<file path="src/uvr_pkg.sv">
// ----------------------------------------------------------------------------
// Unique value ring package
// Shared request, result and state types for the unique value ring.
// ----------------------------------------------------------------------------
package uvr_pkg;

  typedef enum logic [1:0] {
    REQ_INSERT = 2'd0,
    REQ_REMOVE = 2'd1,
    REQ_MOVE   = 2'd2,
    REQ_QUERY  = 2'd3
  } req_type_e;

  typedef enum logic [1:0] {
    STAT_DONE  = 2'd0,
    STAT_DUP   = 2'd1,
    STAT_FULL  = 2'd2,
    STAT_EMPTY = 2'd3
  } status_e;

  typedef enum logic [3:0] {
    S_CLEAR,
    S_IDLE,
    S_INS_SCAN,
    S_INS_DECIDE,
    S_INS_LINK1,
    S_INS_LINK2,
    S_REM_RD,
    S_REM_LINK,
    S_MV_DIV,
    S_MV_RD,
    S_MV_ADV,
    S_FIN_RD,
    S_FIN_OUT
  } state_t;

  localparam int STEP_W = 16;

  typedef struct packed {
    req_type_e          req_type;
    logic signed [31:0] item_value;
    logic signed [15:0] step_count;
  } req_t;

  typedef struct packed {
    status_e            status;
    logic signed [31:0] current_value;
    logic               ring_empty;
    logic [4:0]         entry_count;
  } rsp_t;

endpackage

</file>
<file path="src/uvr_rem.sv">
// ----------------------------------------------------------------------------
// Iterative remainder unit
// Restoring division that produces one dividend bit per cycle and returns
// only the remainder.
// ----------------------------------------------------------------------------
module uvr_rem #(
  parameter int DW = 16,
  parameter int VW = 5
) (
  input  logic          clk,
  input  logic          rst,
  input  logic          start,
  input  logic [DW-1:0] dividend,
  input  logic [VW-1:0] divisor,
  output logic          done,
  output logic [VW-1:0] remainder
);

  localparam int CNTW = $clog2(DW + 1);

  logic            active, active_next;
  logic [CNTW-1:0] cnt, cnt_next;
  logic [DW-1:0]   dvd, dvd_next;
  logic [VW-1:0]   rem, rem_next;
  logic            done_next;
  logic [VW:0]     trial;
  logic [VW:0]     diff;

  assign trial = {rem, dvd[DW-1]};
  assign diff  = trial - {1'b0, divisor};

  always_comb begin
    active_next = active;
    cnt_next    = cnt;
    dvd_next    = dvd;
    rem_next    = rem;
    done_next   = 1'b0;
    if (start) begin
      active_next = 1'b1;
      cnt_next    = '0;
      dvd_next    = dividend;
      rem_next    = '0;
    end else if (active) begin
      dvd_next = {dvd[DW-2:0], 1'b0};
      rem_next = (trial >= {1'b0, divisor}) ? diff[VW-1:0] : trial[VW-1:0];
      cnt_next = cnt + 1'b1;
      if (cnt == CNTW'(DW - 1)) begin
        active_next = 1'b0;
        done_next   = 1'b1;
      end
    end
  end

  always_ff @(posedge clk) begin
    if (rst) begin
      active <= 1'b0;
      done   <= 1'b0;
      cnt    <= '0;
    end else begin
      active <= active_next;
      done   <= done_next;
      cnt    <= cnt_next;
    end
    dvd <= dvd_next;
    rem <= rem_next;
  end

  assign remainder = rem;

endmodule

</file>
<file path="src/unique_value_ring_with_cursor_top.sv">
// ----------------------------------------------------------------------------
// Unique value ring with cursor
// Bounded circular doubly linked ring of distinct signed values with a cursor.
// ----------------------------------------------------------------------------
// An item is taken when start is high and busy is low, and each item gives
// exactly one result, shown for one cycle with done high; the receiver
// cannot stall it. After reset the block clears its slot occupancy memory
// with busy high. An insert scans every slot of the value memory, one read
// per cycle, then writes the entry and links its neighbours to it, the
// latter not in an empty ring; a duplicate or a full ring ends it unlinked.
// A remove reads the cursor's links and unlinks its entry; a query, or a
// remove or move on an empty ring, only reads out the result. A move walks
// the link memory by the step count's magnitude modulo the entry count, so
// fewer steps than entries, each with a read state and an advance state.
// ----------------------------------------------------------------------------
module unique_value_ring_with_cursor_top
  import uvr_pkg::*;
#(
  parameter int RING_CAPACITY = 16
) (
  input  logic clk,
  input  logic rst,
  input  logic start,
  input  req_t request,
  output logic busy,
  output logic done,
  output rsp_t result
);

  localparam int SW = $clog2(RING_CAPACITY);
  localparam int CW = $clog2(RING_CAPACITY + 1);

  state_t state, state_next;

  logic [31:0] val_mem [RING_CAPACITY];
  logic [SW-1:0] nxt_mem [RING_CAPACITY];
  logic [SW-1:0] prv_mem [RING_CAPACITY];
  logic use_mem [RING_CAPACITY];

  logic [31:0]   val_rd;
  logic [SW-1:0] nxt_rd, prv_rd;
  logic          use_rd;

  logic          val_we;
  logic [SW-1:0] val_waddr, val_raddr;
  logic          nxt_we, prv_we, use_we;
  logic [SW-1:0] nxt_waddr, nxt_wdata, nxt_raddr;
  logic [SW-1:0] prv_waddr, prv_wdata, prv_raddr;
  logic [SW-1:0] use_addr;
  logic          use_wdata;

  req_t          req_q, req_q_next;
  logic [SW-1:0] cursor, cursor_next;
  logic [CW-1:0] ring_size, ring_size_next;
  logic [CW-1:0] scan_idx, scan_idx_next;
  logic          scan_pend, scan_pend_next;
  logic [SW-1:0] pend_idx, pend_idx_next;
  logic          dup_hit, dup_hit_next;
  logic          free_hit, free_hit_next;
  logic [SW-1:0] free_slot, free_slot_next;
  logic [SW-1:0] nbr_slot, nbr_slot_next;
  logic [CW-1:0] steps, steps_next;
  status_e       status_q, status_q_next;
  logic          done_next;
  rsp_t          result_next;
  logic [CW-1:0] clr_idx, clr_idx_next;

  logic              accept;
  logic              rem_start, rem_done;
  logic [CW-1:0]     rem_val;
  logic [STEP_W-1:0] step_raw, step_abs;
  logic              ring_full;
  logic [CW+4:0]     count_ext;

  assign accept    = start && (state == S_IDLE);
  assign busy      = (state != S_IDLE);
  assign ring_full = (ring_size == CW'(RING_CAPACITY));
  assign step_raw  = request.step_count;
  assign step_abs  = step_raw[STEP_W-1] ? (STEP_W'(0) - step_raw) : step_raw;
  assign rem_start = accept && (request.req_type == REQ_MOVE) && (ring_size != '0);
  assign count_ext = (CW+5)'(ring_size);

  uvr_rem #(
    .DW(STEP_W),
    .VW(CW)
  ) u_rem (
    .clk      (clk),
    .rst      (rst),
    .start    (rem_start),
    .dividend (step_abs),
    .divisor  (ring_size),
    .done     (rem_done),
    .remainder(rem_val)
  );

  always_comb begin
    state_next = state;
    case (state)
      S_CLEAR: begin
        if (clr_idx == CW'(RING_CAPACITY - 1)) state_next = S_IDLE;
      end
      S_IDLE: begin
        if (start) begin
          case (request.req_type)
            REQ_INSERT: state_next = S_INS_SCAN;
            REQ_REMOVE: state_next = (ring_size == '0) ? S_FIN_RD : S_REM_RD;
            REQ_MOVE:   state_next = (ring_size == '0) ? S_FIN_RD : S_MV_DIV;
            default:    state_next = S_FIN_RD;
          endcase
        end
      end
      S_INS_SCAN: begin
        if (scan_idx == CW'(RING_CAPACITY) && !scan_pend) state_next = S_INS_DECIDE;
      end
      S_INS_DECIDE: state_next = (dup_hit || ring_full) ? S_FIN_RD : S_INS_LINK1;
      S_INS_LINK1:  state_next = (ring_size == '0) ? S_FIN_RD : S_INS_LINK2;
      S_INS_LINK2:  state_next = S_FIN_RD;
      S_REM_RD:     state_next = S_REM_LINK;
      S_REM_LINK:   state_next = S_FIN_RD;
      S_MV_DIV: begin
        if (rem_done) state_next = (rem_val == '0) ? S_FIN_RD : S_MV_RD;
      end
      S_MV_RD:  state_next = S_MV_ADV;
      S_MV_ADV: state_next = (steps == CW'(1)) ? S_FIN_RD : S_MV_RD;
      S_FIN_RD: state_next = S_FIN_OUT;
      S_FIN_OUT: state_next = S_IDLE;
      default:  state_next = S_IDLE;
    endcase
  end

  always_comb begin
    req_q_next     = req_q;
    cursor_next    = cursor;
    ring_size_next = ring_size;
    scan_idx_next  = scan_idx;
    scan_pend_next = scan_pend;
    pend_idx_next  = pend_idx;
    dup_hit_next   = dup_hit;
    free_hit_next  = free_hit;
    free_slot_next = free_slot;
    nbr_slot_next  = nbr_slot;
    steps_next     = steps;
    status_q_next  = status_q;
    done_next      = 1'b0;
    result_next    = result;
    clr_idx_next   = clr_idx;

    val_we    = 1'b0;
    val_waddr = free_slot;
    val_raddr = cursor;
    nxt_we    = 1'b0;
    nxt_waddr = cursor;
    nxt_wdata = free_slot;
    nxt_raddr = cursor;
    prv_we    = 1'b0;
    prv_waddr = cursor;
    prv_wdata = free_slot;
    prv_raddr = cursor;
    use_we    = 1'b0;
    use_addr  = cursor;
    use_wdata = 1'b0;

    case (state)
      S_CLEAR: begin
        use_we       = 1'b1;
        use_addr     = clr_idx[SW-1:0];
        use_wdata    = 1'b0;
        clr_idx_next = clr_idx + 1'b1;
      end
      S_IDLE: begin
        if (start) begin
          req_q_next     = request;
          scan_idx_next  = '0;
          scan_pend_next = 1'b0;
          dup_hit_next   = 1'b0;
          free_hit_next  = 1'b0;
          free_slot_next = '0;
          status_q_next  = STAT_DONE;
          if ((request.req_type == REQ_REMOVE || request.req_type == REQ_MOVE)
              && ring_size == '0) begin
            status_q_next = STAT_EMPTY;
          end
        end
      end
      S_INS_SCAN: begin
        val_raddr     = scan_idx[SW-1:0];
        use_addr      = scan_idx[SW-1:0];
        nbr_slot_next = nxt_rd;
        if (scan_idx != CW'(RING_CAPACITY)) begin
          scan_idx_next  = scan_idx + 1'b1;
          scan_pend_next = 1'b1;
          pend_idx_next  = scan_idx[SW-1:0];
        end else begin
          scan_pend_next = 1'b0;
        end
        if (scan_pend) begin
          if (use_rd && (val_rd == req_q.item_value)) dup_hit_next = 1'b1;
          if (!use_rd && !free_hit) begin
            free_hit_next  = 1'b1;
            free_slot_next = pend_idx;
          end
        end
      end
      S_INS_DECIDE: begin
        if (dup_hit) status_q_next = STAT_DUP;
        else if (ring_full) status_q_next = STAT_FULL;
      end
      S_INS_LINK1: begin
        val_we         = 1'b1;
        val_waddr      = free_slot;
        nxt_we         = 1'b1;
        nxt_waddr      = free_slot;
        nxt_wdata      = (ring_size == '0) ? free_slot : nbr_slot;
        prv_we         = 1'b1;
        prv_waddr      = free_slot;
        prv_wdata      = (ring_size == '0) ? free_slot : cursor;
        use_we         = 1'b1;
        use_addr       = free_slot;
        use_wdata      = 1'b1;
        ring_size_next = ring_size + 1'b1;
        if (ring_size == '0) cursor_next = free_slot;
      end
      S_INS_LINK2: begin
        nxt_we      = 1'b1;
        nxt_waddr   = cursor;
        nxt_wdata   = free_slot;
        prv_we      = 1'b1;
        prv_waddr   = nbr_slot;
        prv_wdata   = free_slot;
        cursor_next = free_slot;
      end
      S_REM_LINK: begin
        use_we         = 1'b1;
        use_addr       = cursor;
        use_wdata      = 1'b0;
        ring_size_next = ring_size - 1'b1;
        if (ring_size != CW'(1)) begin
          nxt_we      = 1'b1;
          nxt_waddr   = prv_rd;
          nxt_wdata   = nxt_rd;
          prv_we      = 1'b1;
          prv_waddr   = nxt_rd;
          prv_wdata   = prv_rd;
          cursor_next = prv_rd;
        end
      end
      S_MV_DIV: begin
        if (rem_done) steps_next = rem_val;
      end
      S_MV_ADV: begin
        cursor_next = req_q.step_count[STEP_W-1] ? prv_rd : nxt_rd;
        steps_next  = steps - 1'b1;
      end
      S_FIN_OUT: begin
        done_next                 = 1'b1;
        result_next.status        = status_q;
        result_next.current_value = (ring_size != '0) ? val_rd : '0;
        result_next.ring_empty    = (ring_size == '0);
        result_next.entry_count   = count_ext[4:0];
      end
      default: begin
      end
    endcase
  end

  always_ff @(posedge clk) begin
    if (val_we) val_mem[val_waddr] <= req_q.item_value;
    val_rd <= val_mem[val_raddr];
    if (nxt_we) nxt_mem[nxt_waddr] <= nxt_wdata;
    nxt_rd <= nxt_mem[nxt_raddr];
    if (prv_we) prv_mem[prv_waddr] <= prv_wdata;
    prv_rd <= prv_mem[prv_raddr];
    if (use_we) use_mem[use_addr] <= use_wdata;
    use_rd <= use_mem[use_addr];
  end

  always_ff @(posedge clk) begin
    if (rst) begin
      state     <= S_CLEAR;
      clr_idx   <= '0;
      cursor    <= '0;
      ring_size <= '0;
      scan_pend <= 1'b0;
      done      <= 1'b0;
    end else begin
      state     <= state_next;
      clr_idx   <= clr_idx_next;
      cursor    <= cursor_next;
      ring_size <= ring_size_next;
      scan_pend <= scan_pend_next;
      done      <= done_next;
    end
    req_q     <= req_q_next;
    scan_idx  <= scan_idx_next;
    pend_idx  <= pend_idx_next;
    dup_hit   <= dup_hit_next;
    free_hit  <= free_hit_next;
    free_slot <= free_slot_next;
    nbr_slot  <= nbr_slot_next;
    steps     <= steps_next;
    status_q  <= status_q_next;
    result    <= result_next;
  end

  a_size_bound: assert property (@(posedge clk) disable iff (rst)
    ring_size <= CW'(RING_CAPACITY))
    else $error("Entry count exceeds the ring capacity.");

  a_empty_flag: assert property (@(posedge clk) disable iff (rst)
    done |-> (result.ring_empty == (ring_size == '0)))
    else $error("Empty flag disagrees with the entry count.");

  a_empty_value: assert property (@(posedge clk) disable iff (rst)
    (done && result.ring_empty) |-> (result.current_value == '0))
    else $error("Empty ring reports a nonzero current value.");

  a_walk_short: assert property (@(posedge clk) disable iff (rst)
    (state == S_MV_DIV && rem_done) |-> (rem_val < ring_size))
    else $error("Cursor walk length is not below the entry count.");

  a_insert_slot: assert property (@(posedge clk) disable iff (rst)
    (state == S_INS_LINK1) |-> (free_hit && !dup_hit && !ring_full))
    else $error("Insert links an entry without a free slot.");

endmodule
</file>
<file path="config.mk">
export PLATFORM = sky130hd
export DESIGN_NAME = unique_value_ring_with_cursor_top
export DESIGN_NICKNAME = d
export VERILOG_FILES = /design/src/uvr_pkg.sv /design/src/uvr_rem.sv /design/src/unique_value_ring_with_cursor_top.sv
export SDC_FILE = /design/constraint.sdc
export NUM_CORES = 1
export LEC_CHECK = 0
export BUFFER_PORTS_ARGS = -buffer_cell sky130_fd_sc_hd__buf_2
export CELL_PAD_IN_SITES_DETAIL_PLACEMENT = 0
export CELL_PAD_IN_SITES_GLOBAL_PLACEMENT = 1
export CORE_ASPECT_RATIO = 0.6
export CORE_MARGIN = 2
export CORE_UTILIZATION = 48
export DETAILED_ROUTE_END_ITERATION = 10
export PLACE_DENSITY = 0.72
export SLEW_MARGIN = 20
export SYNTH_ARGS = -nofsm -noshare
export SYNTH_HDL_FRONTEND = slang
export SYNTH_SLANG_ARGS = --single-unit
</file>
<file path="constraint.sdc">
create_clock -name clk -period 3.8 [get_ports clk]
set_input_delay 0.38 -clock clk [delete_from_list [all_inputs] [get_ports clk]]
set_output_delay 0.38 -clock clk [all_outputs]
set_load 0.05 [all_outputs]
</file>
# Word level (Yosys, flattened, before mapping)
# Memory sizes are Yosys's and may differ from the RTL's. A register that Yosys moved wholly into a read port is not among the register bits.
# Cells that the tools add are included.
[word_totals]
regBits = 162
ram_bits = 656
input_bits = 53
output_inout_bits = 42
elab_cells = 177
n_memories = 4
[memory_table]
columns = ["memory", "words", "word_bits", "read_ports", "rd_clocked_by_memory_dff", "wr", "line_no", "source"]
rows = [
  ["val_mem", 16, 32, 1, 1, 1, "unique_value_ring_with_cursor_top.sv:35", "logic [31:0] val_mem [RING_CAPACITY];"],
  ["nxt_mem", 16, 4, 1, 1, 1, "unique_value_ring_with_cursor_top.sv:36", "logic [SW-1:0] nxt_mem [RING_CAPACITY];"],
  ["prv_mem", 16, 4, 1, 1, 1, "unique_value_ring_with_cursor_top.sv:37", "logic [SW-1:0] prv_mem [RING_CAPACITY];"],
  ["use_mem", 16, 1, 1, 1, 1, "unique_value_ring_with_cursor_top.sv:38", "logic use_mem [RING_CAPACITY];"],
]
[classes]
add_sub_neg = 8
n_lt_le_gt_ge = 1
eq_ne = 32
mux = 69
n_bitwise = 1
reduce_logical = 37
[op_table]
columns = ["cell", "n"]
rows = [
  ["two-way mux 4 bit", 18],
  ["two-way mux 16 bit", 3],
  ["one-hot mux 4 bit (11 select lines)", 1],
  ["one-hot mux 4 bit (3 select lines)", 3],
  ["== test 32 bit", 1],
  ["one-hot mux 4 bit (2 select lines)", 4],
  ["one-hot mux 5 bit (2 select lines)", 3],
  ["adder 5 x 1 -> 5 bit (second input constant)", 4],
  ["== test 4 bit (second input constant)", 5],
  ["two-way mux 1 bit", 20],
  ["two-way mux 5 bit", 4],
  ["== test 4 x 3 -> 1 bit (second input constant)", 4],
  ["one-hot mux 4 bit (4 select lines)", 1],
  ["subtractor 1 x 16 -> 16 bit (first input constant)", 1],
  ["two-way mux 2 bit", 7],
  ["inequality test 2 bit (second input constant)", 7],
  ["AND reduction 4 bit", 3],
  ["== test 5 x 4 -> 1 bit (second input constant)", 2],
  ["== test 5 bit (second input constant)", 2],
  ["logical NOT 5 bit", 2],
  ["nonzero test 2 bit", 5],
  ["subtractor 5 x 1 -> 5 bit (second input constant)", 2],
  ["== test 4 x 2 -> 1 bit (second input constant)", 2],
  ["one-hot mux 1 bit (2 select lines)", 4],
  ["24 further kinds", 40],
]

# Depth between registers and ports, before layout
# Gate-level depths: netlist of the first run.
[depth]
word_depth = 6
ltp_mapped = 11
mapped_depth_nobuf = 9

# By module
# From an unflattened synthesis of the first run, not the netlist that was laid out.
[unflattened]
cells_unflattened = 2148
area_unflattened_um2 = 34017.6
[by_module_without_submodules]
columns = ["mod", "instances", "cells_per_inst", "area_each_um2", "seq_area_each_um2"]
rows = [
  ["unique_value_ring_with_cursor_top", 1, 2039, 32648.8, 23892.9],
  ["uvr_rem", 1, 109, 1368.8, 720.7],
]

# Worst setup path before layout of the first run
# OpenSTA, ideal clock, no wires.
[synth_timing]
kind = "reg-to-reg"
from = "register state[2]"
to = "memory val_mem[3][0], enable pin"
setup_time_ps = 461
t_arrival_ps = 3498
t_required_ps = 3339
setup_slack_ps = -159
path_stages_with_launch = 7
n_path_buf = 1
synth_period_minus_slack_ps = 3959
cell_sequence = "dfxtp_1 > buf_2 > nor2b_1 > nand2_1 > inv_2 > nand3_1 > nor3_1"
[synth_between]
elab_chain_len = 4
[synth_rtl]
columns = ["element", "line_no", "source"]
rows = [
  ["start, declared", "unique_value_ring_with_cursor_top.sv:33", "state_t state, state_next;"],
  ["start signal, assigned", "unique_value_ring_with_cursor_top.sv:286", "state <= state_next;"],
  ["== test 4 x 3 -> 1 bit", "-", ""],
  ["two-way mux 1 bit", "-", ""],
  ["via use_wdata", "unique_value_ring_with_cursor_top.sv:50", "logic use_wdata;"],
  ["two-way mux 1 bit", "unique_value_ring_with_cursor_top.sv:267", "if (val_we) val_mem[val_waddr] <= req_q.item_value;"],
  ["two-way mux 1 bit (not written as such)", "unique_value_ring_with_cursor_top.sv:267", ""],
  ["end, declared", "unique_value_ring_with_cursor_top.sv:35", ""],
]
# The timed path passes the listed nets, and every way through them passes these cells.

# Worst setup path after layout of the first run
[layout_timing]
from = "register ring_size[1]"
to = "memory nxt_mem[10][0] (netlist bit), enable pin"
[layout_between]
elab_chain_len = 5
word_cells_on_any_way = 7
cone_classes = "1 x eq/ne; 6 x mux"
[layout_rtl]
columns = ["element", "line_no", "source"]
rows = [
  ["start, declared", "unique_value_ring_with_cursor_top.sv:54", "logic [CW-1:0] ring_size, ring_size_next;"],
  ["start signal, assigned", "unique_value_ring_with_cursor_top.sv:289", "ring_size <= ring_size_next;"],
  ["inequality test 5 x 1 -> 1 bit (*)", "unique_value_ring_with_cursor_top.sv:237", "if (ring_size != CW'(1)) begin"],
  ["two-way mux 1 bit", "unique_value_ring_with_cursor_top.sv:237", ""],
  ["one-hot mux 1 bit (2 select lines)", "unique_value_ring_with_cursor_top.sv:163", "case (state)"],
  ["two-way mux 1 bit", "unique_value_ring_with_cursor_top.sv:269", "if (nxt_we) nxt_mem[nxt_waddr] <= nxt_wdata;"],
  ["two-way mux 1 bit (not written as such)", "unique_value_ring_with_cursor_top.sv:269", ""],
  ["end, declared", "unique_value_ring_with_cursor_top.sv:36", ""],
]
# Mark *: on every way between the ends. The rest lies on a longest branch, timed or not.

==> results.ini, run 1 <==
[place]
io_buffers = 94
place_congestion = 0.856
dp_hpwl_mm = 49.6

[hold_path]
hold_class = in -> reg

[synth]
synth.distinct_cells = 79
ys_ff_latch = 844
ys.warnings.count = 0
netlist_area_mm2 = 0.0338
syn_area_per_cell_um2 = 15.3
synthTopCellsByArea = edfxtp_1 (69%), mux4_2 (6.9%), dfxtp_1 (4.3%)
async_flop_share_pct = 0
synth_nets = 2286
yosysTopAreaCellShare_pct = 68.5
synth_cells = 2210
synth_top_area_cell = edfxtp_1
synth_ff_type = edfxtp_1
synth-edff-count = 771
yosysSeqAreaShare_pct = 72.8

[global_routing]
antenna_found_initial = 0
grt_max_degree = 129
overflow = 0
grt_use_total_pct = 22.9
grt_pass1_wl_mm = 123
grt_pass1_vias = 19000

[floorplanning]
io_pins = 95
die-area_mm2 = 0.0726
num_rows = 75
core-area_mm2 = 0.0698
die_w_um = 347
dieHeight_um = 210
start_util_pct = 48.4

[power_and_ir_drop]
ir_drop_uv = 333
power_density_mw_per_mm2 = 474
p_leak_nw = 12.8
p_total_mw = 18.3

[sta]
setup_viol_count_final = 0
relSlewSlack_pct = 26.7
fmax_mhz = 301
report.final.slew_viol_count = 0
min_period_ns = 3.32
skew_ns = 0.0191
rsz0062_at_grt = false
worstMarginPinSlew_ns = 1.10
period_share_pct = 87.4
setup_tns_ns = 0
hold_violations = 0

[detailed_routing]
drt_iter0_drc = 2516
routed_wl_mm = 83.1
vias = 19700
first_pass_iters = 8
vias_per_cell = 5.90
wl_per_cell_um = 24.9
drtAntennaViolNets = 0
drc = 0

[clocking]
numCtsBuffers = 77
ctsLongestPathBuffers = 3
cts-root-buf = clkbuf_16
clk-insertion-delay-late_ns = 0.63
clk_pin_slew_worst_paths_ns = 0.07
cts_tree = done
cts_sinks = 844
cts_max_level = 3

[worst_setup_path]
crit_path_end_kind = register
crit_fanout = 9
path_class = reg -> reg
r2r_slack_ns = 0.48
crit_arrival_ns = 3.62
cp_data_required_time_ns = 4.10
cp-start-kind = register

[job]
cap_violations = 0

[final_layout]
area_growth_pct = 14.4
final_common_cell = edfxtp_1
mostFrequentLayoutCells = edfxtp_1 (771), nand2_1 (336), nand3_1 (142)
nets = 2426
antennaDiodeCount = 0
drive_above_1_share_pct = 17.5

[outcome]
status = finished, final reports clean

## registers in the layout, indices dropped and copies added (netlist names), 16 cells and up
register / cells
nxt_mem: 64
prv_mem: 64
val_rd: 32
result: 40
u_rem.dvd: 16
req_q: 33
use_mem: 16
val_mem: 512
## Yosys cell counts (3+ instances only)
cell type and count:
and2_1 43, a221oi_1 7, nor2b_1 7, a21o_1 5, o41ai_1 3, buf_6 6, xnor2_1 19, nand2_1 336
o2bb2ai_1 3, nor3_1 21, buf_2 36, mux4_2 104, nor4_1 10, nand3_1 142, a22oi_1 34, or3_1 3
buf_1 6, a21oi_1 40, o31a_1 4, nand2b_1 22, xor2_1 45, or4_1 5, dfxtp_1 73, a221o_1 7
mux2i_1 12, o31ai_1 5, nor2_1 110, and3_1 10, a2111oi_0 3, inv_1 31, nor3b_1 3, nand4_1 40
o21ai_0 29, mux2_2 3, o21ai_1 47, a2bb2oi_1 4, a222oi_1 6, edfxtp_1 771, clkbuf_1 71, a211oi_1 10
ha_1 22
## stage by stage
step	instance area [µm²]	instances	hold slack, ns	util [%]	setup WS [ns]
6_report	38700	3338	0.111	55.4	0.478
5_1_grt	38700	3338	0.113	55.4	0.275
2_1_floorplan	33800	2210	0.400	-	0.0334
3_3_place_gp	35600	3160	0.440	51.0	0.822
4_1_cts	38700	3338	0.0797	55.4	0.637
3_5_place_dp	35700	3163	0.410	51.1	0.641
## metal layers
layer | share of wire (%) | track usage [%] | vias up
met3 | 9.3 | 5.01 | 119
met5 | 0 | 0 | -
met1 | 48 | 37.4 | 10000
met2 | 41 | 30.8 | 897
li1 | - | - | 8689
met4 | 2.0 | 5.83 | 0
## worst paths after layout
kind                     start             end  cells after the start
setup / recovery  ring_size[1]  nxt_mem[10][0]                      7
hold / removal      request[0]    u_rem.dvd[0]                      3
hold reg to reg    status_q[1]      result[39]                      0
setup reg to reg  ring_size[1]  nxt_mem[10][0]                      7
## power by group
part | internal [mW] | total (mW) | switching, mW | leakage [nW]
logic | 0.113 | 0.237 | 0.124 | 3.97
clock network | 4.62 | 8.06 | 3.44 | 1.29
registers | 10.0 | 10.0 | 0.0254 | 7.56
## layout make-up
cell class	count	area, µm²
clock buffers	96	2130
clock inverters	47	499
fillers	5513	31100
inverters	34	130
multi-input cells	1212	8690
flip-flops and latches	844	24600
well taps	924	1160
repair buffers	181	1440
## critical path, cell delays in order (launching register included)
cell and delay (ns):
dfxtp_1 0.40, inv_1 0.18, ha_1 0.18, nor4b_2 0.65
nor2_1 0.31, a222oi_1 0.57, nand2_1 0.33, nor2_1 0.37
## timing repair
action                    in CTS  in global routing
buffers inserted               0                  0
hold buffers                  32                  0
resized for setup              0                  0
hold endpoints to repair      32                  0
## cells by family (layout without fill, tap and decap cells)
group                    count (synthesis)  in the layout  share of synthesized area, %
XOR/XNOR                                64             64                          1.66
buffers and inverters                  154            358                          2.00
AND/OR/NAND/NOR                        775            775                          10.6
multiplexers                           122            122                          7.54
adder cells (fa/ha/maj)                 23             23                         0.874
AO/OA/AOI/OAI                          228            228                          4.47
flip-flops                             844            844                          72.8
No activity file was read; power rests on OpenSTA's default activity.
==> run 2: changes to the inputs <==
--- a/config.mk
+++ b/config.mk
@@ -8,7 +8,7 @@
 export BUFFER_PORTS_ARGS = -buffer_cell sky130_fd_sc_hd__buf_2
 export CELL_PAD_IN_SITES_DETAIL_PLACEMENT = 0
 export CELL_PAD_IN_SITES_GLOBAL_PLACEMENT = 1
-export CORE_ASPECT_RATIO = 0.6
+export CORE_ASPECT_RATIO = 0.9
 export CORE_MARGIN = 2
 export CORE_UTILIZATION = 48
 export DETAILED_ROUTE_END_ITERATION = 10
==> run 2 against run 1 <==
  * Cell area rose by 0.75%
  * Sequential share of layout area shrank 0.48 points
  * Utilization grew 0.37 points
  * First-iteration DRC count fell by 15%
  * Worst setup slack better by 0.15 ns
  * Power increased by 3.4%
==> results.ini, run 2 (synthesis results as in run 1) <==
[detailed_routing]
wl_per_cell_um = 24.0
drtAntennaViolNets = 0
vias_per_cell = 5.71
vias = 19300
first_pass_iters = 7
drc = 0
routed_wl_mm = 80.8
drt_iter0_drc = 2148

[worst_setup_path]
crit_arrival_ns = 3.46
r2r_slack_ns = 0.63
cp-start-kind = register
crit_path_end_kind = register
path_class = reg -> reg
cp_data_required_time_ns = 4.09
crit_fanout = 9

[floorplanning]
die_w_um = 284
num_rows = 92
io_pins = 95
die-area_mm2 = 0.0725
core-area_mm2 = 0.0699
start_util_pct = 48.4
dieHeight_um = 256

[global_routing]
antenna_found_initial = 1
grt_max_degree = 97
overflow = 0
grt_use_total_pct = 22.5
grt_pass1_wl_mm = 123
grt_pass1_vias = 19200

[place]
dp_hpwl_mm = 46.9
place_congestion = 0.831
io_buffers = 94
placed_cells = 3178
placed_cell_area_mm2 = 0.0357

[clocking]
cts_max_level = 3
cts_tree = done
numCtsBuffers = 86
cts_sinks = 844
cts-root-buf = clkbuf_16
cts_setup_buffers = 0
ctsLongestPathBuffers = 3
clk_pin_slew_worst_paths_ns = 0.06
clk-insertion-delay-late_ns = 0.64

[power_and_ir_drop]
comb_power_share_pct = 1.2
switching_share_pct = 19.4
pwr-share-seq_pct = 53.0
power_density_mw_per_mm2 = 486
power.internal_mw = 15.3
clock_power_share_pct = 45.8
p_total_mw = 18.9
ir_drop_uv = 396
p_leak_nw = 12.9
p_switching_mw = 3.68

[job]
cap_violations = 0

[outcome]
status = finished, final reports clean

[sta]
report.final.slew_viol_count = 0
rsz0062_at_grt = false
min_period_ns = 3.17
period_share_pct = 83.4
fmax_mhz = 316
worstMarginPinSlew_ns = 1.08
relSlewSlack_pct = 28.2
skew_ns = 0.0314
hold_violations = 0
setup_tns_ns = 0
setup_viol_count_final = 0

[final_layout]
nets = 2434
final_cells = 3369
antennaDiodeCount = 0
mostFrequentLayoutCells = edfxtp_1 (771), nand2_1 (336), nand3_1 (142)
area_growth_pct = 15.3
regMostFlops = val_mem
largest_reg_flops = 512
drive_above_1_share_pct = 17.8
final_cell_area_mm2 = 0.0390
final_common_cell = edfxtp_1
biggestRegsByFlops = val_mem (512), nxt_mem (64), prv_mem (64)

[hold_path]
hold_class = in -> reg

run 2: cell count changes in the layout (fill, tap and decap cells not counted), sizes merged:
cell / delta
buf: -1
bufinv: +1
clkbuf: +22
clkinv: -10
inv: +3
run 2: what timing repair did:
| action | in CTS | in global routing |
|---|---|---|
| gates resized for setup | 0 | 0 |
| hold endpoints to repair | 32 | 0 |
| hold buffers | 32 | 0 |
run 2: critical path, stage by stage, from the launching register on:
cell      delay [ns]
dfxtp_1         0.39
inv_1           0.15
ha_1            0.18
nor4b_2         0.62
nor2_1          0.31
a222oi_1        0.53
nand2_1         0.30
nor2_1          0.36
run 2: layout make-up:
cell class              count  area, µm²
repair buffers            180       1400
clock inverters            41        551
clock buffers             118       2390
flip-flops and latches    844      24600
well taps                 940       1180
multi-input cells        1212       8690
inverters                  34        130
fillers                  5506      30900
run 2: routing by layer:
metal,track usage [%],share of wire (%),vias to the layer above
met5,0,0,-
met4,5.28,1.8,0
met3,4.10,6.7,107
met2,35.4,47,636
met1,33.0,44,9793
li1,-,-,8715
run 2: path summary, 6_finish.rpt:
| kind | start | end | cells past startpoint |
|---|---|---|---|
| max | ring_size[1] | nxt_mem[14][1] | 7 |
| min | request[14] | u_rem.dvd[14] | 3 |
| max reg2reg | ring_size[1] | nxt_mem[14][1] | 7 |
| min reg2reg | status_q[1] | result[39] | 0 |
run 2: power by group through the flow:
stage | Clock (mW) | Combinational, mW | Sequential, mW
after floorplan | 0 | 0.136 | 10.2
after global placement | 0 | 0.203 | 10.2
after detailed placement | 0 | 0.207 | 10.2
after CTS | 8.84 | 0.234 | 10.0
after global routing | 9.22 | 0.263 | 10.0
final | 8.68 | 0.234 | 10.0
run 2: metrics by stage:
| step | worst slack [ns] | hold WS [ns] | utilization, % |
|---|---|---|---|
| 3_5_place_dp | 0.707 | 0.421 | 51.1 |
| 6_report | 0.632 | 0.135 | 55.8 |
| 5_1_grt | 0.246 | 0.125 | 55.8 |
| 3_3_place_gp | 0.816 | 0.411 | 51.1 |
| 4_1_cts | 0.704 | 0.0927 | 55.7 |
| 2_1_floorplan | 0.0334 | 0.400 | - |
